==> src/rtl/scbp_pkg.sv <==
`timescale 1ns / 1ps
// ----------------------------------------------------------------------------
// scbp_pkg
// shared types and constants of the saturating counter branch predictor
// ----------------------------------------------------------------------------
package scbp_pkg;

    localparam int ADDR_W = 32;
    localparam int CTR_W  = 4;

    localparam logic [CTR_W-1:0] CTR_MAX          = 4'd15;
    localparam logic [CTR_W-1:0] CTR_MIN          = 4'd0;
    localparam logic [CTR_W-1:0] CTR_ALLOC_TAKEN  = 4'd8;
    localparam logic [CTR_W-1:0] CTR_ALLOC_NTAKEN = 4'd7;
    localparam logic [CTR_W-1:0] THRESH_RESET     = 4'd8;

    typedef enum logic [1:0] {
        MODE_PREDICT      = 2'd0,
        MODE_LEARN_TAKEN  = 2'd1,
        MODE_LEARN_NTAKEN = 2'd2,
        MODE_RESERVED     = 2'd3
    } mode_t;

    typedef struct packed {
        mode_t             mode;
        logic [ADDR_W-1:0] branch_address;
    } in_item_t;

    typedef struct packed {
        logic predict_taken;
        logic entry_hit;
    } out_item_t;

endpackage

==> src/rtl/scbp_update.sv <==
`timescale 1ns / 1ps
// ----------------------------------------------------------------------------
// scbp_update
// tag compare, prediction and saturating counter update for one entry
// ----------------------------------------------------------------------------
module scbp_update #(
    parameter int TAG_BITS = 22
) (
    input  scbp_pkg::mode_t                      mode,
    input  logic [TAG_BITS-1:0]                  tag,
    input  logic [scbp_pkg::CTR_W-1:0]           threshold,
    input  logic [TAG_BITS+scbp_pkg::CTR_W:0]    entry,
    output scbp_pkg::out_item_t                  result,
    output logic                                 learn,
    output logic [TAG_BITS+scbp_pkg::CTR_W:0]    entry_new
);
    import scbp_pkg::*;

    logic                entry_valid;
    logic [TAG_BITS-1:0] entry_tag;
    logic [CTR_W-1:0]    entry_ctr;
    logic                hit;
    logic [CTR_W-1:0]    ctr_new;

    assign {entry_valid, entry_tag, entry_ctr} = entry;

    assign hit = entry_valid && (entry_tag == tag);

    assign result.entry_hit     = hit;
    assign result.predict_taken = hit && (entry_ctr >= threshold);

    always_comb begin
        learn   = 1'b0;
        ctr_new = entry_ctr;
        case (mode)
            MODE_LEARN_TAKEN: begin
                learn = 1'b1;
                if (!hit) begin
                    ctr_new = CTR_ALLOC_TAKEN;
                end else if (entry_ctr != CTR_MAX) begin
                    ctr_new = entry_ctr + 1'b1;
                end
            end
            MODE_LEARN_NTAKEN: begin
                learn = 1'b1;
                if (!hit) begin
                    ctr_new = CTR_ALLOC_NTAKEN;
                end else if (entry_ctr != CTR_MIN) begin
                    ctr_new = entry_ctr - 1'b1;
                end
            end
            MODE_PREDICT, MODE_RESERVED: begin
                learn = 1'b0;
            end
            default: begin
                learn = 1'b0;
            end
        endcase
    end

    // a learning miss replaces the slot with the new tag
    assign entry_new = {1'b1, tag, ctr_new};

endmodule

==> config.mk <==
export PLATFORM = sky130hd
export DESIGN_NAME = scbp_update
export DESIGN_NICKNAME = d
export VERILOG_FILES = /design/src/rtl/scbp_pkg.sv /design/src/rtl/scbp_update.sv
export SDC_FILE = /design/constraint.sdc
export NUM_CORES = 1
export LEC_CHECK = 0
export ABC_AREA = 0
export BUFFER_PORTS_ARGS = -buffer_cell sky130_fd_sc_hd__buf_4
export CAP_MARGIN = 40
export CORE_ASPECT_RATIO = 1.1
export CORE_MARGIN = 5
export CORE_UTILIZATION = 35
export DETAILED_ROUTE_END_ITERATION = 8
export PLACE_DENSITY = 0.83
export SETUP_SLACK_MARGIN = 0.5
export SYNTH_ARGS = -nofsm -noshare
export SYNTH_HDL_FRONTEND = slang
export SYNTH_SLANG_ARGS = --single-unit
==> constraint.sdc <==
create_clock -name vclk -period 5.6
set_input_delay 0.84 -clock vclk [all_inputs]
set_output_delay 0.84 -clock vclk [all_outputs]
set_load 0.005 [all_outputs]
==> run_results.csv <==
group,metric,value,unit
run_status,status,"finished clean",
routing,route.antenna.remaining_nets,0,
yosys,synthesis.yosys.warnings,0,
yosys,synth_top_area_share,22.5,%
die,top_level_i_o_count,85,
yosys,avgSynthCellArea,7.03,sq um
yosys,post_synth_num_cell_types,31,
yosys,synth_area_leaders,"xnor2_1, buf_4, ha_1",
yosys,synthSimpleGateAreaFrac,26.5,%
sta,finalHoldViolations,0,
critical_path,worstPathArrival,2.54,ns
global_route,remaining_global_route_overflow,0,
final_layout,seq_cells,0,
global_route,grt_max_degree,12,
yosys,synth.cells.most_frequent,"buf_4, xnor2_1, nand2_1, nand4_1, inv_1",
critical_path,path_max_fanout,5,
placement,dp.final_hpwl,2.53,mm
critical_path,crit_family,"simple AND/OR/NAND/NOR gates",
final_layout,antenna-diode-count,0,
yosys,cell_type_contributing_the_most_total_cell_area_after_synthesis,"xnor2_1",
routing,route.vias.total,1067,
final_layout,area_delta_synth_final,53.9,%
yosys,synth_compound_area_share,13.4,%
global_route,antenna_found_initial,0,
final_layout,clock_buffer_count,0,
global_route,grt_pass1_vias,1125,
critical_path,timing.setup.critical_path_class,"in -> out",
power,ir_worst_vdd,0.0450,mV
die,dieHeight,63.0,microns
cts,cts.repair.resized,0,
global_route,grt_pass1_wl,4.48,mm
run,cap_viol_max_count,0,
yosys,synth_nets,190,
routing,detail_route.drc_violations,0,
yosys,main_combinational_cell_family_by_area_after_synthesis,"simple AND/OR/NAND/NOR gates",
sta,grt_setup_unrepaired,"no",
sta,fmaxAchievable,296,MHz
placement,portBuffers,84,
placement,final_weighted_congestion_in_routability_driven_placement,0.806,
yosys,post-synth-top-count-cell,"buf_4",
sta,setup_tns,0,ns
min_path,min_delay_path_depth,2,
final_layout,share_of_final_layout_standard_cells_stronger_than_drive_strength_1,47.0,%
routing,avgViaCountPerCell,4.94,
critical_path,crit_path_start_kind,"input pin",
yosys,post_synthesis_sequential_area_ratio,0,%
cts,cts.hold.buffers_added,0,
routing,total_length_of_routed_wires,2.70,mm
critical_path,worstPathBufferInverterCount,2,
critical_path,critical_path_most_common_cell,"buf_4",
critical_path,critical_path_cell_count,7,
sta,finalSetupViolCount,0,
die,die_footprint,0.00366,sq mm
die,dieWidth,58.2,microns
final_layout,regArea,0,sq um
power,leakagePower,0.665,nW
yosys,netlist_area,893,sq um
power,power_per_cell_area,75.6,mW/mm^2
critical_path,endpoint_kind,"output pin",
critical_path,wp_data_required,4.76,ns
die,floorplan.initialDensity,36.1,%
final_layout,fin_nets,250,
critical_path,worst_path_largest_cell_delay,0.56,ns
cts,post-cts-setup-buffers,0,
yosys,muxShareOfSynthArea,1.12,%
routing,drt_pass1_iterations,4,
yosys,share_of_the_synthesized_netlist_area_taken_by_xor_and_xnor_gates,22.5,%
sta,period_minus_slack,3.38,ns
yosys,yosys.area_share.adder,11.2,%
critical_path,cpMaxStageDelayCell,"or4_4",
die,rows,19,
yosys,synthesis.instances,127,
final_layout,layout.core_utilization,55.6,%
die,core_region_area,0.00247,sq mm
sta,layout_worst_path_cycle_share,60.3,%
routing,routed_wire_length_per_instance,12.5,microns
critical_path,critical_path.cell_chain,"buf_4, xnor2_1, nand4_1, or4_4, o31a_1, nor3_1, buf_4",
min_path,hold_class,"in -> out",
global_route,grt_util_all_layers,14.6,%
sta,final_max_slew_viol_count,0,
routing,first_iter_violations,10,
metal layers:
| metal | vias to the layer above | global-route usage (%) | wire [microns] |
|---|---|---|---|
| li1 | 539 | - | - |
| met1 | 477 | 16.1 | 954 |
| met2 | 47 | 29.5 | 1510 |
| met3 | 4 | 1.03 | 197 |
| met4 | 0 | 2.03 | 42 |
| met5 | - | 0 | 0 |
cells by family after synthesis:
logic type / count (synthesis)
AO/OA/AOI/OAI: 17
XOR/XNOR: 23
adder cells (fa/ha/maj): 8
buffers and inverters: 35
multiplexers: 1
other: 1
AND/OR/NAND/NOR: 42
placed cells by master (no fill, tap or decap):
cell / n
o41ai_1: 1
a21o_1: 2
nand2b_1: 1
nand3b_1: 1
conb_1: 1
xnor2_1: 23
o21ai_0: 3
nor3_1: 2
buf_4: 84
nor2b_1: 2
inv_1: 9
ha_1: 8
o211ai_1: 4
nand3_1: 3
mux2i_1: 1
nor4_1: 1
nand2_1: 10
a21oi_1: 1
or4_1: 1
nand4_1: 10
o31a_1: 1
or4_4: 1
a31oi_1: 2
nor3b_1: 2
and4_1: 1
or3_4: 1
o311a_1: 1
nor2_1: 5
o31ai_1: 2
or2_2: 1
cell type report:
| cell class | count | area (sq um) |
|---|---|---|
| fill | 257 | 1100 |
| inverter | 9 | 33.8 |
| multi-input combinational | 92 | 672 |
| tap | 31 | 38.8 |
| timing repair buffer | 84 | 631 |
final timing paths:
path	from	to	slack, ns
setup / recovery	tag[18]	entry_new[3]	2.22
hold / removal	tag[9]	entry_new[13]	1.86
stage by stage:
| step | hold slack, ns | power (W) | cell area (sq um) | std cells | worst slack (ns) |
|---|---|---|---|---|---|
| finish | 1.86 | 0.000104 | 1380 | 216 | 2.22 |
| global route | 1.87 | 0.000116 | 1380 | 216 | 2.11 |
| CTS | 1.87 | 0.000106 | 1380 | 216 | 2.20 |
| detailed placement | 1.86 | 0.000105 | 1380 | 216 | 2.22 |
| global placement | 1.86 | 0.000103 | 1380 | 216 | 2.20 |
| floorplan | 1.76 | 0.0000547 | 893 | 127 | 2.58 |
power breakdown:
part | internal (W) | switching [W]
Combinational | 0.0000615 | 0.0000425
Sequential | 0 | 0
Clock | 0 | 0
(Power assumes the default switching activity.)
